[config.mk]
export PLATFORM = sky130hd
export DESIGN_NAME = dma_controller_register_engine
export DESIGN_NICKNAME = d
export VERILOG_FILES = /design/src/rtl/dmare_pkg.sv /design/src/rtl/dmare_in_reg.sv /design/src/rtl/dmare_core.sv /design/src/rtl/dmare_out_reg.sv /design/src/rtl/dma_controller_register_engine.sv
export SDC_FILE = /design/constraint.sdc
export NUM_CORES = 1
export LEC_CHECK = 0
export BUFFER_PORTS_ARGS = -buffer_cell sky130_fd_sc_hd__buf_2
export CAP_MARGIN = 20
export CORE_AREA = 5 5 175 177
export CTS_CLUSTER_SIZE = 28
export DETAILED_ROUTE_END_ITERATION = 6
export DIE_AREA = 0 0 180 182
export REMOVE_ABC_BUFFERS = 1
export SLEW_MARGIN = 40
export SYNTH_ARGS = -nofsm -noshare
export SYNTH_HDL_FRONTEND = slang
export SYNTH_SLANG_ARGS = --single-unit
[constraint.sdc]
create_clock -name clk -period 4 [get_ports clk]
set_clock_uncertainty 0.2 [all_clocks]
set_input_delay 0.4 -clock clk [delete_from_list [all_inputs] [get_ports clk]]
set_output_delay 0.4 -clock clk [all_outputs]
set_load 0.005 [all_outputs]
[src/rtl/dmare_pkg.sv]
// Package for the DMA register engine: operation, access and error codes,
// register indexes, command bytes, word structs and small helper functions.
// No dependencies.
package dmare_pkg;

  // Operation carried by an input word
  typedef enum logic [1:0] {
    OP_CTRL  = 2'd0,
    OP_READY = 2'd1,
    OP_TICK  = 2'd2,
    OP_NONE  = 2'd3
  } op_t;

  // Bus access requested by a result word
  typedef enum logic [2:0] {
    ACC_NONE   = 3'd0,
    ACC_MEM_RD = 3'd1,
    ACC_A_RD   = 3'd2,
    ACC_B_RD   = 3'd3,
    ACC_MEM_WR = 3'd4,
    ACC_A_WR   = 3'd5,
    ACC_B_WR   = 3'd6
  } access_t;

  typedef enum logic [1:0] {
    ERR_NONE = 2'd0,
    ERR_BASE = 2'd1,
    ERR_CMD  = 2'd2,
    ERR_MODE = 2'd3
  } err_t;

  // Register file indexes held in the follow-on queue
  localparam logic [5:0] IDX_A_LO      = 6'd1;
  localparam logic [5:0] IDX_A_HI      = 6'd2;
  localparam logic [5:0] IDX_LEN_LO    = 6'd3;
  localparam logic [5:0] IDX_LEN_HI    = 6'd4;
  localparam logic [5:0] IDX_A_TIME    = 6'd9;
  localparam logic [5:0] IDX_B_TIME    = 6'd17;
  localparam logic [5:0] IDX_MASK      = 6'd25;
  localparam logic [5:0] IDX_MATCH     = 6'd26;
  localparam logic [5:0] IDX_B_LO      = 6'd33;
  localparam logic [5:0] IDX_B_HI      = 6'd34;
  localparam logic [5:0] IDX_INT_CTRL  = 6'd35;
  localparam logic [5:0] IDX_VECTOR    = 6'd36;
  localparam logic [5:0] IDX_PULSE     = 6'd37;
  localparam logic [5:0] IDX_READ_MASK = 6'd49;

  // WR6 command bytes
  localparam logic [7:0] CMD_LOAD      = 8'hCF;
  localparam logic [7:0] CMD_ENABLE    = 8'h87;
  localparam logic [7:0] CMD_DISABLE   = 8'h83;
  localparam logic [7:0] CMD_READ_MASK = 8'hBB;
  localparam logic [7:0] CMD_NOP       = 8'hC3;

  // Base byte decode masks and patterns
  localparam logic [7:0] MASK_WR12  = 8'h87;
  localparam logic [7:0] PAT_WR2    = 8'h00;
  localparam logic [7:0] PAT_WR1    = 8'h04;
  localparam logic [7:0] MASK_WR346 = 8'h83;
  localparam logic [7:0] PAT_WR3    = 8'h80;
  localparam logic [7:0] PAT_WR4    = 8'h81;
  localparam logic [7:0] PAT_WR6    = 8'h83;
  localparam logic [7:0] MASK_WR5   = 8'hC7;
  localparam logic [7:0] PAT_WR5    = 8'h82;

  localparam logic [1:0] MODE_TRANSFER = 2'd1;
  localparam int unsigned FOLLOW_DEPTH = 4;

  typedef struct packed {
    logic [1:0] operation;
    logic [7:0] data;
    logic       ready_level;
    logic [7:0] read_data;
  } item_t;

  typedef struct packed {
    access_t     access;
    logic [15:0] address;
    logic [7:0]  write_data;
    logic        halt;
    logic        block_done;
    err_t        error;
  } result_t;

  // Cycle length of a port from its timing byte: 4 down to 1
  function automatic logic [2:0] cycle_len(input logic [7:0] timing);
    cycle_len = 3'd4 - {1'b0, timing[1:0]};
  endfunction

  // Address step from a port byte: minus one, plus one or fixed
  function automatic logic [15:0] addr_step(input logic [7:0] port);
    case (port[5:4])
      2'b00:   addr_step = 16'hFFFF;
      2'b01:   addr_step = 16'h0001;
      default: addr_step = 16'h0000;
    endcase
  endfunction

endpackage

[src/rtl/dmare_in_reg.sv]
// Input register for the DMA register engine: holds one input word until
// the engine takes it. Depends on dmare_pkg.
module dmare_in_reg (
  input  logic            clk,
  input  logic            rst_n,
  input  logic            in_valid,
  output logic            in_stall,
  input  dmare_pkg::item_t in_item,
  input  logic            take_ok,
  output logic            item_valid,
  output dmare_pkg::item_t item
);
  import dmare_pkg::*;

  logic  valid_r, valid_nxt;
  item_t item_r;
  logic  accept, take;

  // Stall only while a held word cannot move on
  assign take     = valid_r & take_ok;
  assign in_stall = valid_r & ~take_ok;
  assign accept   = in_valid & ~in_stall;
  assign valid_nxt = accept | (valid_r & ~take);

  always_ff @(posedge clk) begin
    if (!rst_n) begin
      valid_r <= 1'b0;
    end else begin
      valid_r <= valid_nxt;
    end
  end

  // Load payload on accept
  always_ff @(posedge clk) begin
    if (accept) begin
      item_r <= in_item;
    end
  end

  assign item_valid = valid_r;
  assign item       = item_r;

endmodule

[src/rtl/dmare_core.sv]
// Register engine core: control byte decode, follow-on queue, ready and
// enable state, address and count stepping, one result per word.
// Depends on dmare_pkg.
module dmare_core (
  input  logic               clk,
  input  logic               rst_n,
  input  logic               fire,
  input  dmare_pkg::item_t   item,
  output dmare_pkg::result_t result
);
  import dmare_pkg::*;

  // Stored registers that the datapath reads
  logic [7:0] wr0_r, wr0_nxt, wr1_r, wr1_nxt, wr2_r, wr2_nxt, wr5_r, wr5_nxt;
  logic [7:0] a_lo_r, a_lo_nxt, a_hi_r, a_hi_nxt;
  logic [7:0] len_lo_r, len_lo_nxt, len_hi_r, len_hi_nxt;
  logic [7:0] b_lo_r, b_lo_nxt, b_hi_r, b_hi_nxt;
  logic [7:0] a_time_r, a_time_nxt, b_time_r, b_time_nxt;

  logic [5:0] follow_r   [FOLLOW_DEPTH];
  logic [5:0] follow_nxt [FOLLOW_DEPTH];
  logic [2:0] fcount_r, fcount_nxt;
  logic [1:0] fcursor_r, fcursor_nxt;

  logic        enabled_r, enabled_nxt, ready_r, ready_nxt;
  logic [15:0] addr_a_r, addr_a_nxt, addr_b_r, addr_b_nxt, count_r, count_nxt;
  logic        read_phase_r, read_phase_nxt;
  logic [2:0]  cycle_left_r, cycle_left_nxt;
  logic [7:0]  latch_r, latch_nxt;
  logic        awaiting_r, awaiting_nxt;

  // Working signals
  logic [3:0] push_en;
  logic [5:0] push_idx [FOLLOW_DEPTH];
  logic       queue_load;
  logic [2:0] push_cnt;
  logic [5:0] fidx;
  logic [2:0] next_cur;
  logic       pend_chk;
  logic [2:0] cl_dec;
  logic       a_src, mode_ok;
  logic [7:0] d;
  result_t    res;

  assign d       = item.data;
  assign a_src   = wr0_r[2];
  assign mode_ok = (wr0_r[1:0] == MODE_TRANSFER);
  assign fidx    = follow_r[fcursor_r];
  assign next_cur = {1'b0, fcursor_r} + 3'd1;
  assign cl_dec  = cycle_left_r - 3'd1;

  // Decode the word and compute next state and result
  always_comb begin
    wr0_nxt = wr0_r;  wr1_nxt = wr1_r;  wr2_nxt = wr2_r;  wr5_nxt = wr5_r;
    a_lo_nxt = a_lo_r;  a_hi_nxt = a_hi_r;
    len_lo_nxt = len_lo_r;  len_hi_nxt = len_hi_r;
    b_lo_nxt = b_lo_r;  b_hi_nxt = b_hi_r;
    a_time_nxt = a_time_r;  b_time_nxt = b_time_r;
    fcount_nxt = fcount_r;  fcursor_nxt = fcursor_r;
    enabled_nxt = enabled_r;  ready_nxt = ready_r;
    addr_a_nxt = addr_a_r;  addr_b_nxt = addr_b_r;  count_nxt = count_r;
    read_phase_nxt = read_phase_r;  cycle_left_nxt = cycle_left_r;
    latch_nxt = awaiting_r ? item.read_data : latch_r;
    awaiting_nxt = 1'b0;
    push_en = 4'b0000;
    for (int i = 0; i < FOLLOW_DEPTH; i++) begin
      push_idx[i] = IDX_A_LO;
    end
    queue_load = 1'b0;
    pend_chk = 1'b0;
    res.access = ACC_NONE;
    res.address = 16'h0000;
    res.write_data = 8'h00;
    res.block_done = 1'b0;
    res.error = ERR_NONE;

    case (op_t'(item.operation))
      OP_CTRL: begin
        if (fcount_r == 3'd0) begin
          // Base byte
          queue_load = 1'b1;
          fcursor_nxt = 2'd0;
          if ((d & MASK_WR12) == PAT_WR2) begin
            wr2_nxt = d;
            push_en[0] = d[6];  push_idx[0] = IDX_B_TIME;
          end else if ((d & MASK_WR12) == PAT_WR1) begin
            wr1_nxt = d;
            push_en[0] = d[6];  push_idx[0] = IDX_A_TIME;
          end else if (!d[7]) begin
            wr0_nxt = d;
            push_en = d[6:3];
            push_idx[0] = IDX_A_LO;    push_idx[1] = IDX_A_HI;
            push_idx[2] = IDX_LEN_LO;  push_idx[3] = IDX_LEN_HI;
          end else if ((d & MASK_WR346) == PAT_WR3) begin
            push_en[1:0] = d[4:3];
            push_idx[0] = IDX_MASK;  push_idx[1] = IDX_MATCH;
          end else if ((d & MASK_WR346) == PAT_WR4) begin
            push_en[2:0] = d[4:2];
            push_idx[0] = IDX_B_LO;  push_idx[1] = IDX_B_HI;
            push_idx[2] = IDX_INT_CTRL;
          end else if ((d & MASK_WR5) == PAT_WR5) begin
            wr5_nxt = d;
          end else if ((d & MASK_WR346) == PAT_WR6) begin
            if (d == CMD_LOAD) begin
              addr_a_nxt = {a_hi_r, a_lo_r};
              addr_b_nxt = {b_hi_r, b_lo_r};
              count_nxt  = {len_hi_r, len_lo_r};
            end else if (d == CMD_DISABLE) begin
              enabled_nxt = 1'b0;
              pend_chk = 1'b1;
            end else if (d == CMD_ENABLE) begin
              enabled_nxt = 1'b1;
              pend_chk = 1'b1;
            end else if (d == CMD_READ_MASK) begin
              push_en[0] = 1'b1;  push_idx[0] = IDX_READ_MASK;
            end else if (d != CMD_NOP) begin
              res.error = ERR_CMD;
            end
          end else begin
            res.error = ERR_BASE;
          end
        end else begin
          // Follow-on byte: store into the queued register
          case (fidx)
            IDX_A_LO:   a_lo_nxt = d;
            IDX_A_HI:   a_hi_nxt = d;
            IDX_LEN_LO: len_lo_nxt = d;
            IDX_LEN_HI: len_hi_nxt = d;
            IDX_A_TIME: a_time_nxt = d;
            IDX_B_TIME: b_time_nxt = d;
            IDX_B_LO:   b_lo_nxt = d;
            IDX_B_HI:   b_hi_nxt = d;
            default:    ;
          endcase
          if (next_cur >= fcount_r) begin
            fcount_nxt = 3'd0;
          end
          fcursor_nxt = next_cur[1:0];
          // Interrupt control replaces the queue with pulse and vector
          if (fidx == IDX_INT_CTRL) begin
            queue_load = 1'b1;
            fcursor_nxt = 2'd0;
            push_en[1:0] = d[4:3];
            push_idx[0] = IDX_PULSE;  push_idx[1] = IDX_VECTOR;
          end
        end
      end
      OP_READY: begin
        ready_nxt = ~(item.ready_level ^ wr5_r[3]);
        pend_chk = 1'b1;
      end
      OP_TICK: begin
        if (ready_r && enabled_r) begin
          cycle_left_nxt = cl_dec;
          if (cl_dec == 3'd0) begin
            if (read_phase_r) begin
              // Read phase from the source port
              if (!mode_ok) begin
                res.error = ERR_MODE;
              end else if (a_src) begin
                res.access = wr1_r[3] ? ACC_A_RD : ACC_MEM_RD;
                res.address = addr_a_r;
                addr_a_nxt = addr_a_r + addr_step(wr1_r);
                awaiting_nxt = 1'b1;
              end else begin
                res.access = wr2_r[3] ? ACC_B_RD : ACC_MEM_RD;
                res.address = addr_b_r;
                addr_b_nxt = addr_b_r + addr_step(wr2_r);
                awaiting_nxt = 1'b1;
              end
              read_phase_nxt = 1'b0;
              cycle_left_nxt = cycle_len(a_src ? a_time_r : b_time_r);
            end else begin
              // Write phase to the destination port
              if (!mode_ok) begin
                res.error = ERR_MODE;
              end else begin
                if (a_src) begin
                  res.access = wr2_r[3] ? ACC_B_WR : ACC_MEM_WR;
                  res.address = addr_b_r;
                  addr_b_nxt = addr_b_r + addr_step(wr2_r);
                end else begin
                  res.access = wr1_r[3] ? ACC_A_WR : ACC_MEM_WR;
                  res.address = addr_a_r;
                  addr_a_nxt = addr_a_r + addr_step(wr1_r);
                end
                res.write_data = latch_nxt;
                count_nxt = count_r - 16'd1;
                res.block_done = (count_r == 16'd0);
              end
              read_phase_nxt = 1'b1;
              cycle_left_nxt = cycle_len(a_src ? b_time_r : a_time_r);
              if (res.block_done) begin
                enabled_nxt = 1'b0;
              end
            end
          end
        end
      end
      default: ;
    endcase

    // Restart the phase sequence when a transfer becomes pending
    if (pend_chk && ready_nxt && enabled_nxt) begin
      read_phase_nxt = 1'b1;
      cycle_left_nxt = cycle_len(a_src ? a_time_r : b_time_r);
    end

    res.halt = ready_nxt & enabled_nxt;
  end

  // Pack queued follow-on indexes in bit order
  always_comb begin
    for (int i = 0; i < FOLLOW_DEPTH; i++) begin
      follow_nxt[i] = follow_r[i];
    end
    push_cnt = 3'd0;
    for (int i = 0; i < FOLLOW_DEPTH; i++) begin
      if (push_en[i]) begin
        follow_nxt[push_cnt[1:0]] = push_idx[i];
        push_cnt = push_cnt + 3'd1;
      end
    end
  end

  // Control and register state
  always_ff @(posedge clk) begin
    if (!rst_n) begin
      wr0_r <= '0;  wr1_r <= '0;  wr2_r <= '0;  wr5_r <= '0;
      a_lo_r <= '0;  a_hi_r <= '0;  len_lo_r <= '0;  len_hi_r <= '0;
      b_lo_r <= '0;  b_hi_r <= '0;  a_time_r <= '0;  b_time_r <= '0;
      fcount_r <= '0;  fcursor_r <= '0;
      enabled_r <= 1'b0;  ready_r <= 1'b0;
      addr_a_r <= '0;  addr_b_r <= '0;  count_r <= '0;
      read_phase_r <= 1'b1;  cycle_left_r <= '0;
      latch_r <= '0;  awaiting_r <= 1'b0;
    end else if (fire) begin
      wr0_r <= wr0_nxt;  wr1_r <= wr1_nxt;  wr2_r <= wr2_nxt;  wr5_r <= wr5_nxt;
      a_lo_r <= a_lo_nxt;  a_hi_r <= a_hi_nxt;
      len_lo_r <= len_lo_nxt;  len_hi_r <= len_hi_nxt;
      b_lo_r <= b_lo_nxt;  b_hi_r <= b_hi_nxt;
      a_time_r <= a_time_nxt;  b_time_r <= b_time_nxt;
      fcount_r <= queue_load ? push_cnt : fcount_nxt;
      fcursor_r <= fcursor_nxt;
      enabled_r <= enabled_nxt;  ready_r <= ready_nxt;
      addr_a_r <= addr_a_nxt;  addr_b_r <= addr_b_nxt;  count_r <= count_nxt;
      read_phase_r <= read_phase_nxt;  cycle_left_r <= cycle_left_nxt;
      latch_r <= latch_nxt;  awaiting_r <= awaiting_nxt;
    end
  end

  // Follow-on queue entries, valid only below the fill count
  always_ff @(posedge clk) begin
    if (fire && queue_load) begin
      for (int i = 0; i < FOLLOW_DEPTH; i++) begin
        follow_r[i] <= follow_nxt[i];
      end
    end
  end

  assign result = res;

endmodule

[src/rtl/dmare_out_reg.sv]
// Result register for the DMA register engine: holds one result word
// while the receiver stalls. Depends on dmare_pkg.
module dmare_out_reg (
  input  logic                clk,
  input  logic                rst_n,
  input  logic                load_req,
  input  dmare_pkg::result_t  result,
  output logic                load_ok,
  output logic                out_valid,
  input  logic                out_stall,
  output dmare_pkg::result_t  out_word
);
  import dmare_pkg::*;

  logic    valid_r, valid_nxt;
  result_t word_r;
  logic    load;

  // Free when empty or being taken this cycle
  assign load_ok   = ~valid_r | ~out_stall;
  assign load      = load_req & load_ok;
  assign valid_nxt = load | (valid_r & out_stall);

  always_ff @(posedge clk) begin
    if (!rst_n) begin
      valid_r <= 1'b0;
    end else begin
      valid_r <= valid_nxt;
    end
  end

  always_ff @(posedge clk) begin
    if (load) begin
      word_r <= result;
    end
  end

  assign out_valid = valid_r;
  assign out_word  = word_r;

endmodule

[src/rtl/dma_controller_register_engine.sv]
// Top level of the DMA register engine: input register, core, result register.
// Depends on dmare_pkg, dmare_in_reg, dmare_core and dmare_out_reg.
//
//   channel | direction | handshake          | payload
//   in_     | input     | in_valid/in_stall  | operation, data, ready_level, read_data
//   out_    | output    | out_valid/out_stall| access, address, write_data, halt,
//           |           |                    | block_done, error
//
// One word per cycle sustained while the receiver does not stall. A word accepted
// sits in the input register; decode and state update then load its result into
// the result register once that register is free. Synchronous active-low reset
// clears the engine state and both valid flags. A stalled result holds the result
// register and, once the input register is full, stalls the input.
module dma_controller_register_engine (
  input  logic        clk,
  input  logic        rst_n,
  input  logic        in_valid,
  output logic        in_stall,
  input  logic [1:0]  in_operation,
  input  logic [7:0]  in_data,
  input  logic        in_ready_level,
  input  logic [7:0]  in_read_data,
  output logic        out_valid,
  input  logic        out_stall,
  output logic [2:0]  out_access,
  output logic [15:0] out_address,
  output logic [7:0]  out_write_data,
  output logic        out_halt,
  output logic        out_block_done,
  output logic [1:0]  out_error
);
  import dmare_pkg::*;

  item_t   in_item, item;
  logic    item_valid, load_ok, fire;
  result_t result, out_word;

  assign in_item.operation   = in_operation;
  assign in_item.data        = in_data;
  assign in_item.ready_level = in_ready_level;
  assign in_item.read_data   = in_read_data;

  assign fire = item_valid & load_ok;

  dmare_in_reg u_in (
    .clk        (clk),
    .rst_n      (rst_n),
    .in_valid   (in_valid),
    .in_stall   (in_stall),
    .in_item    (in_item),
    .take_ok    (load_ok),
    .item_valid (item_valid),
    .item       (item)
  );

  dmare_core u_core (
    .clk    (clk),
    .rst_n  (rst_n),
    .fire   (fire),
    .item   (item),
    .result (result)
  );

  dmare_out_reg u_out (
    .clk       (clk),
    .rst_n     (rst_n),
    .load_req  (item_valid),
    .result    (result),
    .load_ok   (load_ok),
    .out_valid (out_valid),
    .out_stall (out_stall),
    .out_word  (out_word)
  );

  assign out_access     = out_word.access;
  assign out_address    = out_word.address;
  assign out_write_data = out_word.write_data;
  assign out_halt       = out_word.halt;
  assign out_block_done = out_word.block_done;
  assign out_error      = out_word.error;

endmodule

* Yosys cells after proc, flatten, opt, wreduce, memory -nomap -nowiden
Memories as Yosys holds them, arrays and structs flattened. A register that Yosys moved wholly into a read port is not among the register bits. Cells that the tools add are included.
Word-level totals: RAM bits 24, output and inout bits 33, latch bits 0, flip-flop bits (word level) 191, memory bits (read-only) 0, memories 1, word-level logic and storage cells 390
Memory list:
- u_core.follow_r | words 4, bits a word 6, read ports 5, clocked after memory_dff 1, wr ports 4, line dmare_core.sv:20 | logic [5:0] follow_r [FOLLOW_DEPTH];
Cells by class: muxes and demuxes 222, shift operators 0, bitwise logic cells 29, reduce and logical (&&, ||, !) cells 42, $add $sub $neg 12, eq/ne operators 42, $lt $le $gt $ge 7, div/mod/pow operators 0, multiply operators 0
Operators by type and width (number):
- 16-bit 2-to-1 mux | 69
- 16-bit case mux with 2 select lines | 5
- 24-bit 2-to-1 mux | 4
- 18-bit 2-to-1 mux | 5
- 6-bit 2-to-1 mux | 14
- 24-bit bitwise mux | 3
- 16-bit adder | 4
- 1-bit 2-to-1 mux | 60
- 12-bit 2-to-1 mux | 5
- 2-bit 2-to-1 mux | 30
- 3-bit 2-to-1 mux | 16
- 4-bit AND reduction | 11
- 19-bit 2-to-1 mux | 2
- 6-bit demux with 2-bit select | 3
- 8-bit equality test, second input constant | 4
- 16-bit AND reduction | 2
- 27-bit 2-to-1 mux | 1
- 6-bit equality test, second input constant | 3
- 16-bit logical NOT | 1
- 1-bit inverter | 16
- 16-bit by 1-bit subtractor with 16-bit output, second input constant | 1
- 15-bit AND reduction | 1
- 2-bit by 1-bit inequality test with 1-bit output, second input constant | 7
- 2-bit inequality test, second input constant | 7
- other kinds (43) | 80

* Depth between registers and ports, before layout
Gate-level depths: netlist of the first run.
depth after elaboration 26, depth in mapped cells 17

* By module
Synthesis of the first run repeated with hierarchy kept, for this count alone.
Unflattened totals: cell total of the unflattened synthesis 1213, area, all modules 10993.0 um^2
Modules (own cells, without submodules):
- dmare_core | cells an instance 1153, instances 1, area an instance 9396.5 um^2
- dmare_out_reg | cells an instance 36, instances 1, area an instance 972.2 um^2
- dmare_in_reg | cells an instance 23, instances 1, area an instance 618.1 um^2
- dma_controller_register_engine | cells an instance 1, instances 1, area an instance 6.3 um^2

* Worst setup path before layout of the first run
Ideal clock, no wire load.
kind register to register, start point register u_core.wr1_r[5], end point register u_core.addr_a_r[15], slack 467 ps, cell stages (with the launch flop) 13, arrival time 3218 ps, path buffers 1, cell sequence dfxtp_1 > or2_2 > clkbuf_1 > inv_1 > ha_1 > a211oi_1 > o211ai_1 > a2111oi_0 > o31ai_1 > a2111oi_0 > nor3_1 > mux2i_1 > o21a_1
Between the ends: longest elaborated chain between the ends 15, elaborated cells between the ends (all ways) 25, those cells by class add/sub: 2; eq/ne: 1; mux: 21; reduce/logical: 1
Ends and longest elaborated chain:
- from (decl) | line dmare_core.sv:14 | logic [7:0] wr0_r, wr0_nxt, wr1_r, wr1_nxt, wr2_r, wr2_nxt, wr5_r, wr5_nxt;
- from (signal assigned) | line dmare_core.sv:238 | wr0_r <= wr0_nxt; wr1_r <= wr1_nxt; wr2_r <= wr2_nxt; wr5_r <= wr5_nxt;
- 2-bit by 1-bit equality test with 1-bit output or 2-bit logical NOT (tied branches) | line dmare_pkg.sv:92 | case (port[5:4])
- 16-bit case mux with 2 select lines * | line dmare_pkg.sv:92
- 16-bit 2-to-1 mux (on tied branches) | line dmare_core.sv:178, dmare_core.sv:160
- 16-bit 2-to-1 mux (on tied branches) | line dmare_core.sv:175, dmare_core.sv:158
- 16-bit 2-to-1 mux | line dmare_core.sv:156 | if (read_phase_r) begin
- 16-bit 2-to-1 mux | line dmare_core.sv:155 | if (cl_dec == 3'd0) begin
- 16-bit 2-to-1 mux | line dmare_core.sv:153 | if (ready_r && enabled_r) begin
- 16-bit 2-to-1 mux | line dmare_core.sv:77 | case (op_t'(item.operation))
- 16-bit adder (on tied branches) | line dmare_core.sv:185, dmare_core.sv:163
- 16-bit 2-to-1 mux (on tied branches) | line dmare_core.sv:178, dmare_core.sv:160
- 16-bit 2-to-1 mux (on tied branches) | line dmare_core.sv:175, dmare_core.sv:158
- 16-bit 2-to-1 mux * | line dmare_core.sv:156
- 16-bit 2-to-1 mux * | line dmare_core.sv:155
- 16-bit 2-to-1 mux * | line dmare_core.sv:153
- 16-bit case mux with 2 select lines * | line dmare_core.sv:77
- to (signal assigned) | line dmare_core.sv:246 | addr_a_r <= addr_a_nxt; addr_b_r <= addr_b_nxt; count_r <= count_nxt;
- to (decl) | line dmare_core.sv:26 | logic [15:0] addr_a_r, addr_a_nxt, addr_b_r, addr_b_nxt, count_r, count_nxt;
Mark *: on every way between the ends. The rest lies on a longest branch, timed or not. The select of a mux whose other input is x is not followed. A chain may end at the register's enable or synchronous reset.

==> results of run 1 <==
-- cells in the mapped netlist, types with 13 or more instances --
master,instances,share of area
a21boi_0,15,0.010
a21oi_1,87,0.039
and2_1,17,0.0094
and3_1,13,0.0072
clkbuf_1,52,0.017
dfxtp_1,134,0.24
edfxtp_1,74,0.20
ha_1,47,0.052
inv_1,28,0.0093
mux2i_1,83,0.073
nand2_1,129,0.043
nand3_1,33,0.015
nor2_1,73,0.024
nor2b_1,82,0.045
nor3_1,16,0.0071
o211a_1,14,0.012
o211ai_1,15,0.010
o21a_1,19,0.013
o21ai_0,64,0.028
xnor2_1,16,0.012
-- through the flow --
| step | area (µm²) | worst slack, ns | power (mW) | hold slack (ns) |
|---|---|---|---|---|
| floorplan | 11000 | 0.268 | 2.41 | 0.243 |
| global route | 13100 | 0.0749 | 4.89 | 0.145 |
| detailed placement | 12100 | 0.191 | 2.54 | 0.257 |
| global placement | 12100 | 0.313 | 2.53 | 0.248 |
| CTS | 13100 | 0.163 | 4.77 | 0.109 |
| finish | 13100 | 0.265 | 4.71 | 0.114 |
-- critical path, cell delays in order, from the launching register on --
cell,delay (ns)
dfxtp_2,0.43
mux4_2,0.60
nand2b_4,0.21
nor4_4,0.38
a21o_1,0.19
and2_4,0.18
ha_1,0.28
xnor2_1,0.28
inv_1,0.12
ha_1,0.19
nand2_1,0.18
o311a_1,0.23
o21a_1,0.13
-- how the worst max path moves through the flow --
stage / cells past startpoint / end / start / slack [ns]
3_5_place_dp: 12 / u_core.follow_r[1][4] / flip-flop / 0.19
3_3_place_gp: 12 / u_core.follow_r[1][3] / flip-flop / 0.31
2_1_floorplan: 5 / u_core.addr_a_r[15] / u_in.item[18] / 0.27
5_1_grt: 12 / u_core.follow_r[1][4] / flip-flop / 0.07
6_report: 12 / u_core.follow_r[1][4] / flip-flop / 0.26
4_1_cts: 12 / u_core.follow_r[1][4] / flip-flop / 0.16
-- flip-flops by register name, indices dropped and copies added (netlist names), 16 cells and up, named ones only --
name,flops
u_core.addr_a_r,16
u_core.addr_b_r,16
u_core.count_r,16
u_core.follow_r,24
u_in.item,19
u_out.out_word,31
-- timing repair --
item | in CTS | in global routing
hold endpoints to repair | 21 | 0
endpoints found under the setup margin | 0 | 4
resized for setup | 0 | 2
buffers inserted | 0 | 0
hold buffers | 21 | 0
-- cell type report --
type	instances	area, µm²
Inverter	30	113
Clock inverter	7	63.8
Fill cell	2789	15900
Tap cell	390	488
Clock buffer	36	738
Timing Repair Buffer	112	782
Multi-Input combinational cell	893	6050
Sequential cell	208	4910
-- power by group through the flow --
stage | logic [mW] | registers, mW | clock network (mW)
after floorplan | 0.124 | 2.29 | 0
after global placement | 0.245 | 2.29 | 0
after detailed placement | 0.249 | 2.29 | 0
after CTS | 0.266 | 2.24 | 2.26
after global routing | 0.293 | 2.24 | 2.35
final | 0.269 | 2.24 | 2.20
-- kinds of logic after synthesis --
family / after synthesis / share of synthesized area
simple gates: 427 / 0.198
xor+xnor: 19 / 0.0147
compound gates: 308 / 0.179
buf+inv: 95 / 0.0334
fa+ha+maj: 49 / 0.0556
flops: 208 / 0.434
mux: 90 / 0.0864
-- layer usage --
layer / share of wire / global-route usage / vias up
met3: 0.042 / 0.0218 / 41
met2: 0.45 / 0.278 / 214
met5: 0 / 0 / -
li1: - / - / 4510
met1: 0.48 / 0.245 / 4273
met4: 0.024 / 0.0372 / 0
==> flow_metrics.tcl, run 1 <==
set metrics [dict create \
    status "finished, final reports clean" \
    worst_pin_slew_ns 0.839 \
    dp_hpwl_um 19600 \
    synthesis.area_per_instance_um2 9.45 \
    fp.dieW_um 180 \
    rr_endpoint "u_core.follow_r[1][4]" \
    clock_power_share 0.467 \
    antenna_violating_nets_post_route 0 \
    required_time_worst_endpoint_ns 4.19 \
    register_to_register_setup_slack_ns 0.26 \
    global_router_s_overall_resource_usage 0.171 \
    async_flop_share 0 \
    p_switching_mw 1.05 \
    design.final.nets 1341 \
    worst_setup_path_start_kind "flip-flop" \
    final_hold_viol_count 0 \
    floorplan.die.height_um 182 \
    num_rows 63 \
    number_of_h_tree_levels 1 \
    postSynthRegisterBits 208 \
    tritoncts_clock_tree "yes" \
    timing_worst_setup_path_type "reg2reg" \
    synth_edf_count 74 \
    end_kind "flip-flop" \
    finalWorstPathRequiredPeriod_ns 3.74 \
    hold_path_class "in2reg" \
    relSlewSlack 0.436 \
    min_period_over_period 0.934 \
    layout_commonest_cell "dfxtp_1" \
    grt_antenna_before_repair 0 \
    clock_sinks 208 \
    initial_cell_density_of_the_core 0.389 \
    drtPass1Iterations 6 \
    synth_cells 1196 \
    fp.dieArea_um2 32800 \
    first_global_vias 8653 \
    timing.fmax_ghz 0.268 \
    cts-root-buf "clkbuf_16" \
    route.detailed.drc 0 \
    route.detailed.vias_per_inst 5.39 \
    port_buffers 55 \
    total_negative_slack_for_setup_checks_ns 0 \
    synth.yosys.warnings 0 \
    final_core_util 0.452 \
    grt_pass1_wl_um 46700 \
    ys.flop_type "dfxtp_1" \
    timing_max_transition_violations_final 0 \
    combinationalPowerShare 0.057 \
    layout-area-overhead-vs-synth_pct 16.3 \
    gpl.final_weighted_congestion 0.859 \
    worst_min_delay_path_startpoint "rst_n" \
    clkLatencyLatePin_ns 0.52 \
    cells_on_worst_hold_path 2 \
    worst_setup_hold_path_clk_slew_ns 0.06 \
    timing.critical_path.fanout_max 6 \
    antennaDiodeCount 0 \
    share_of_total_power_consumed_by_net_switching 0.223 \
    numPlacedInstances 1611 \
    route.final.wire_length_um 28800 \
    power.internal_mw 3.66 \
    synth.cell_area_um2 11300 \
    overflow_left_after_global_routing 0 \
    leakagePower_nw 4.95 \
    io_pins 56 \
    power_frac_seq 0.476 \
    max-clock-path-buffers 3 \
    final_cell_mix "132 x dfxtp_1, 129 x nand2_1, 87 x a21oi_1" \
    ys_types 79 \
    wirelength_per_cell_um 17.2 \
    cts_inserted_buffers 24 \
    floorplan.core_area_um2 29100 \
    yosysSeqAreaShare 0.434 \
    grt_max_degree 97 \
    vdd_ir_drop_max_mv 0.286 \
    cap_viol_max_count 0 \
    vias 9038 \
    drtIter0Drc 514 \
    final_layout_size_suffix_gt1_frac 0.135 \
    finalNonFillerCells 1676 \
    power-per-cell-area_nw_per_um2 359 \
    worst_ep_arrival_time_ns 3.92 \
    setup-violations-final 0 \
    unrepaired_setup_endpoints_after_global_routing "false" \
    reg2reg_path_depth 12 \
    hold_end "u_core.read_phase_r" \
]
(Power assumes the default switching activity.)
==> run 2: changes to the inputs <==
- PLACE_DENSITY: unset -> 0.68
- clock period: 4 -> 3.3 ns (I/O delays scaled with it)
==> run 2 against run 1 <==
  * Critical path depth grew 2
  * Utilization grew 1.9 points
  * Routed wire length grew 1.5%
  * Final area grew 4.3%
  * Combinational power grew 41%
  * First-iteration DRC count grew 62%
  * Clock-buffer cell count shrank 4
  * Hold slack lost 0.041 ns
  * Sequential share of layout area shrank 1.5 points
  * Clock power grew 16%
  * Critical path type unchanged
  * Register-to-register slack lost 0.22 ns
==> flow_metrics.tcl, run 2 (synthesis gave the netlist of run 1 again) <==
set metrics [dict create \
    gpl.final_weighted_congestion 0.891 \
    register_to_register_setup_slack_ns 0.05 \
    number_of_h_tree_levels 1 \
    cap_viol_max_count 0 \
    route.detailed.drc 0 \
    timing_max_transition_violations_final 0 \
    final_hold_viol_count 0 \
    antenna_violating_nets_post_route 0 \
    cts_inserted_buffers 23 \
    relSlewSlack 0.424 \
    io_pins 56 \
    vdd_ir_drop_max_mv 0.335 \
    path_cells "mux4_2, nand2b_4, nor4_4, a21o_1, and2_4, buf_6, inv_2, ha_2, inv_2, mux2i_4, inv_2, ha_1, nand2_2, and3_1" \
    worst_path_largest_cell_delay_ns 0.50 \
    worst_setup_hold_path_clk_slew_ns 0.06 \
    cts-root-buf "clkbuf_16" \
    final_layout_size_suffix_gt1_frac 0.187 \
    initial_cell_density_of_the_core 0.389 \
    timing.critical_path.fanout_max 5 \
    setup-violations-final 0 \
    slowest_stage "mux4_2" \
    clock_power_share 0.454 \
    power.internal_mw 4.38 \
    route.detailed.vias_per_inst 5.45 \
    p_switching_mw 1.27 \
    min_period_over_period 0.986 \
    overflow_left_after_global_routing 0 \
    final-seq-area_um2 4910 \
    clkLatencyLatePin_ns 0.51 \
    end_kind "flip-flop" \
    grt_antenna_before_repair 0 \
    first_global_vias 9102 \
    multiInputGateArea_um2 6250 \
    crit_family "simple AND/OR/NAND/NOR gates" \
    required_time_worst_endpoint_ns 3.37 \
    num_rows 63 \
    hold_path_class "in2reg" \
    fillcell_total 2689 \
    combinationalPowerShare 0.067 \
    global_router_s_overall_resource_usage 0.172 \
    antennaDiodeCount 0 \
    worst_path_most_repeated_cell "inv_2" \
    layout_commonest_cell "dfxtp_1" \
    grt_pass1_wl_um 47300 \
    leakagePower_nw 5.22 \
    worst_pin_slew_ns 0.861 \
    clock_sinks 208 \
    floorplan.die.height_um 182 \
    max-clock-path-buffers 3 \
    design.final.nets 1388 \
    post-route-worst-setup-slack_ns 0.0472 \
    power-per-cell-area_nw_per_um2 412 \
    floorplan.core_area_um2 29100 \
    worst_ep_arrival_time_ns 3.32 \
    total_power_mw 5.65 \
    wirelength_per_cell_um 17.0 \
    vias 9384 \
    fp.dieW_um 180 \
    fp.dieArea_um2 32800 \
    share_of_total_power_consumed_by_net_switching 0.225 \
    unrepaired_setup_endpoints_after_global_routing "true" \
    layout-area-overhead-vs-synth_pct 21.2 \
    tritoncts_clock_tree "yes" \
    total_negative_slack_for_setup_checks_ns 0 \
    route.final.wire_length_um 29300 \
    drtIter0Drc 835 \
    largest_register_ffs 31 \
    status "finished, final reports clean" \
    worst-path-buf-inv 4 \
    dp_hpwl_um 19900 \
    final_cell_mix "133 x dfxtp_1, 124 x nand2_1, 85 x a21oi_1" \
    post-place-ws_ns -0.200 \
    timing_worst_setup_path_type "reg2reg" \
    finalWorstPathRequiredPeriod_ns 3.25 \
    grt_max_degree 60 \
    port_buffers 55 \
    power_frac_seq 0.479 \
    drtPass1Iterations 5 \
    timing.fmax_ghz 0.307 \
    worst_setup_path_start_kind "flip-flop" \
]
## run 2: cell types whose count changed in the layout (fill, tap and decap cells not counted), sizes merged
cell | previous run | this run
clkinv | 4 | 6
bufinv | 1 | 2
clkbuf | 36 | 32
buf | 91 | 139
## run 2: metrics by stage
step                area (µm²)  cells   util  hold slack (ns)
finish                   13700   1723  0.471           0.0729
global route             13700   1723  0.471           0.0662
CTS                      13500   1719  0.464           0.0386
detailed placement       12500   1654  0.429            0.258
global placement         12500   1654  0.429            0.251
floorplan                11000   1131      -            0.192
## run 2: power groups by stage
stage	combinational [mW]	sequential (mW)	clock, mW
global placement	0.322	2.76	0
floorplan	0.150	2.78	0
finish	0.379	2.71	2.56
CTS	0.353	2.71	2.62
global route	0.409	2.71	2.75
detailed placement	0.326	2.76	0
## run 2: path summary, 6_finish.rpt
kind / cells past startpoint / endpoint / start
max reg2reg: 14 / u_core.follow_r[2][4] / u_core.follow_r[3][3]
min reg2reg: 2 / u_core.latch_r[4] / u_core.latch_r[4]
max: 14 / u_core.follow_r[2][4] / u_core.follow_r[3][3]
min: 2 / u_core.read_phase_r / rst_n
## run 2: worst register-to-register path, stage by stage, from the launching register on
cell,delay (ns)
edfxtp_1,0.41
mux4_2,0.50
nand2b_4,0.17
nor4_4,0.31
a21o_1,0.19
and2_4,0.17
buf_6,0.11
inv_2,0.04
ha_2,0.17
inv_2,0.06
mux2i_4,0.08
inv_2,0.11
ha_1,0.19
nand2_2,0.09
and3_1,0.22
## run 2: repair_timing
| action | 4_1_cts | 5_1_grt |
|---|---|---|
| pin swaps | 2 | 15 |
| endpoints found under the setup margin | 25 | 28 |
| endpoints found under the hold margin | 21 | 0 |
| resized for setup | 11 | 40 |
| hold buffers | 21 | 0 |
| buffers inserted | 3 | 4 |
## run 2: layout make-up
| class | count | area share |
|---|---|---|
| Multi-Input combinational cell | 893 | 0.456 |
| Timing Repair Buffer | 160 | 0.0870 |
| Clock buffer | 32 | 0.0474 |
| Tap cell | 390 | 0.0356 |
| Clock inverter | 10 | 0.00767 |
| Inverter | 30 | 0.00840 |
| Sequential cell | 208 | 0.358 |
## run 2: per-layer routing
layer  track usage  vias to the layer above  routed length (µm)
met5             0                        -                   0
met4        0.0411                        0                 678
met3        0.0242                       50                1360
met2         0.291                      247               13900
met1         0.233                     4485               13300
li1              -                     4602                   -
==> run 3: changes to the inputs <==
- RECOVER_POWER: unset -> 50
==> run 3 against run 2 <==
  * The flow now finishes with violations (max-capacitance violations, max-slew violations)
  * Power fell by 0.13%
  * Utilization fell by 0.21 points
  * Combinational power fell by 1%
  * Global-route usage did not move
  * Clock-buffer cell count did not move
  * Flip-flop and latch count did not move
  * Die area did not move
  * Via count barely moved
  * Routed wire length did not move
  * Critical path depth did not move
  * Setup slack got worse by 0.0015 ns
  * Critical path type unchanged
==> flow_metrics.tcl, run 3 (synthesis gave the netlist of run 1 again) <==
set metrics [dict create \
    violations_in_the_final_reports "max-capacitance violations, max-slew violations" \
    status "finished with violations" \
    io_pins 56 \
    overflow_left_after_global_routing 0 \
    clkLatencyLatePin_ns 0.51 \
    clock_sinks 208 \
    drtPass1Iterations 5 \
    floorplan.core_area_um2 29100 \
    hold_path_class "in2reg" \
    grt_max_degree 60 \
    number_of_h_tree_levels 1 \
    route.detailed.vias_per_inst 5.45 \
    vdd_ir_drop_max_mv 0.335 \
    num_rows 63 \
    final_hold_viol_count 0 \
    clock_power_share 0.454 \
    cts-root-buf "clkbuf_16" \
    layout_commonest_cell "dfxtp_1" \
    cap_viol_max_count 1 \
    p_switching_mw 1.27 \
    fp.dieW_um 180 \
    worst_setup_hold_path_clk_slew_ns 0.06 \
    finalWorstPathRequiredPeriod_ns 3.25 \
    timing_worst_setup_path_type "reg2reg" \
    final_layout_size_suffix_gt1_frac 0.162 \
    design.final.nets 1388 \
    gpl.final_weighted_congestion 0.891 \
    layout-area-overhead-vs-synth_pct 20.7 \
    power-per-cell-area_nw_per_um2 414 \
    total_negative_slack_for_setup_checks_ns 0 \
    worst_pin_slew_ns 1.75 \
    final_core_util 0.469 \
    relSlewSlack -0.171 \
    timing.critical_path.fanout_max 5 \
    multiInputGateArea_um2 6230 \
    grt_pass1_wl_um 47300 \
    unrepaired_setup_endpoints_after_global_routing "true" \
    vias 9391 \
    timing_max_transition_violations_final 20 \
    route.detailed.drc 0 \
    fp.dieArea_um2 32800 \
    combinationalPowerShare 0.066 \
    worst_setup_path_start_kind "flip-flop" \
    timing.fmax_ghz 0.307 \
    max-clock-path-buffers 3 \
    port_buffers 55 \
    share_of_total_power_consumed_by_net_switching 0.225 \
    final-seq-area_um2 4910 \
    dp_hpwl_um 19900 \
    power.internal_mw 4.37 \
    initial_cell_density_of_the_core 0.389 \
    antenna_violating_nets_post_route 0 \
    grt_antenna_before_repair 0 \
    drtIter0Drc 821 \
    floorplan.die.height_um 182 \
    fillcell_total 2706 \
    setup-violations-final 0 \
    wirelength_per_cell_um 17.0 \
    min_period_over_period 0.986 \
    global_router_s_overall_resource_usage 0.172 \
    cts_inserted_buffers 23 \
    route.final.wire_length_um 29300 \
    tritoncts_clock_tree "yes" \
    first_global_vias 9102 \
    largest_register_ffs 31 \
    final_cell_mix "133 x dfxtp_1, 124 x nand2_1, 85 x a21oi_1" \
    worst_ep_arrival_time_ns 3.33 \
    leakagePower_nw 5.13 \
    power_frac_seq 0.480 \
    required_time_worst_endpoint_ns 3.37 \
    antennaDiodeCount 0 \
    end_kind "flip-flop" \
]
==> run 3: power by group through the flow <==
stage                     logic [mW]  clock network (mW)  registers [mW]
after global placement         0.322                   0            2.76
after CTS                      0.353                2.62            2.71
after detailed placement       0.326                   0            2.76
final                          0.374                2.56            2.71
after global routing           0.404                2.75            2.71
after floorplan                0.150                   0            2.78
==> run 3: final timing paths <==
path,start,endpoint,depth (start not counted),slack [ns]
max,u_core.follow_r[3][3],u_core.follow_r[2][4],14,0.05
min,rst_n,u_core.read_phase_r,2,0.08
max reg2reg,u_core.follow_r[3][3],u_core.follow_r[2][4],14,0.05
min reg2reg,u_core.latch_r[4],u_core.latch_r[4],2,0.26
==> run 3: per-layer routing <==
layer	track usage	wire, µm
met5	0	0
met2	0.291	13900
met1	0.233	13100
met3	0.0242	1550
met4	0.0411	665
==> run 3: layout make-up <==
| type | count | area share |
|---|---|---|
| Sequential cell | 208 | 0.360 |
| Clock buffer | 32 | 0.0476 |
| Timing Repair Buffer | 160 | 0.0838 |
| Multi-Input combinational cell | 893 | 0.457 |
| Clock inverter | 10 | 0.00770 |
| Inverter | 30 | 0.00844 |
| Tap cell | 390 | 0.0358 |
==> run 3: critical path, cell delays in order, from the launching register on <==
cell and delay (ns):
edfxtp_1 0.41, mux4_2 0.50, nand2b_4 0.17, nor4_4 0.30, a21o_1 0.19, and2_4 0.17
buf_6 0.11, inv_2 0.04, ha_2 0.17, inv_2 0.06, mux2i_4 0.07, inv_2 0.11
ha_1 0.19, nand2_2 0.09, and3_1 0.22
==> run 3: what timing repair did <==
| action | 4_1_cts | 5_1_grt |
|---|---|---|
| gates resized for setup | 11 | 40 |
| endpoints found under the setup margin | 25 | 28 |
| hold endpoints to repair | 21 | 0 |
| hold buffers | 21 | 0 |
| buffers inserted | 3 | 4 |
| pin swaps | 2 | 15 |
==> run 3: metrics by stage <==
step / area, µm² / total power, mW / hold WS, ns / std cells / setup WS, ns
6_report: 13600 / 5.64 / 0.0756 / 1723 / 0.0457
5_1_grt: 13600 / 5.87 / 0.0664 / 1723 / -0.0852
4_1_cts: 13500 / 5.68 / 0.0386 / 1719 / 0.0186
3_3_place_gp: 12500 / 3.08 / 0.251 / 1654 / -0.128
3_5_place_dp: 12500 / 3.09 / 0.258 / 1654 / -0.200
2_1_floorplan: 11000 / 2.93 / 0.192 / 1131 / -0.432
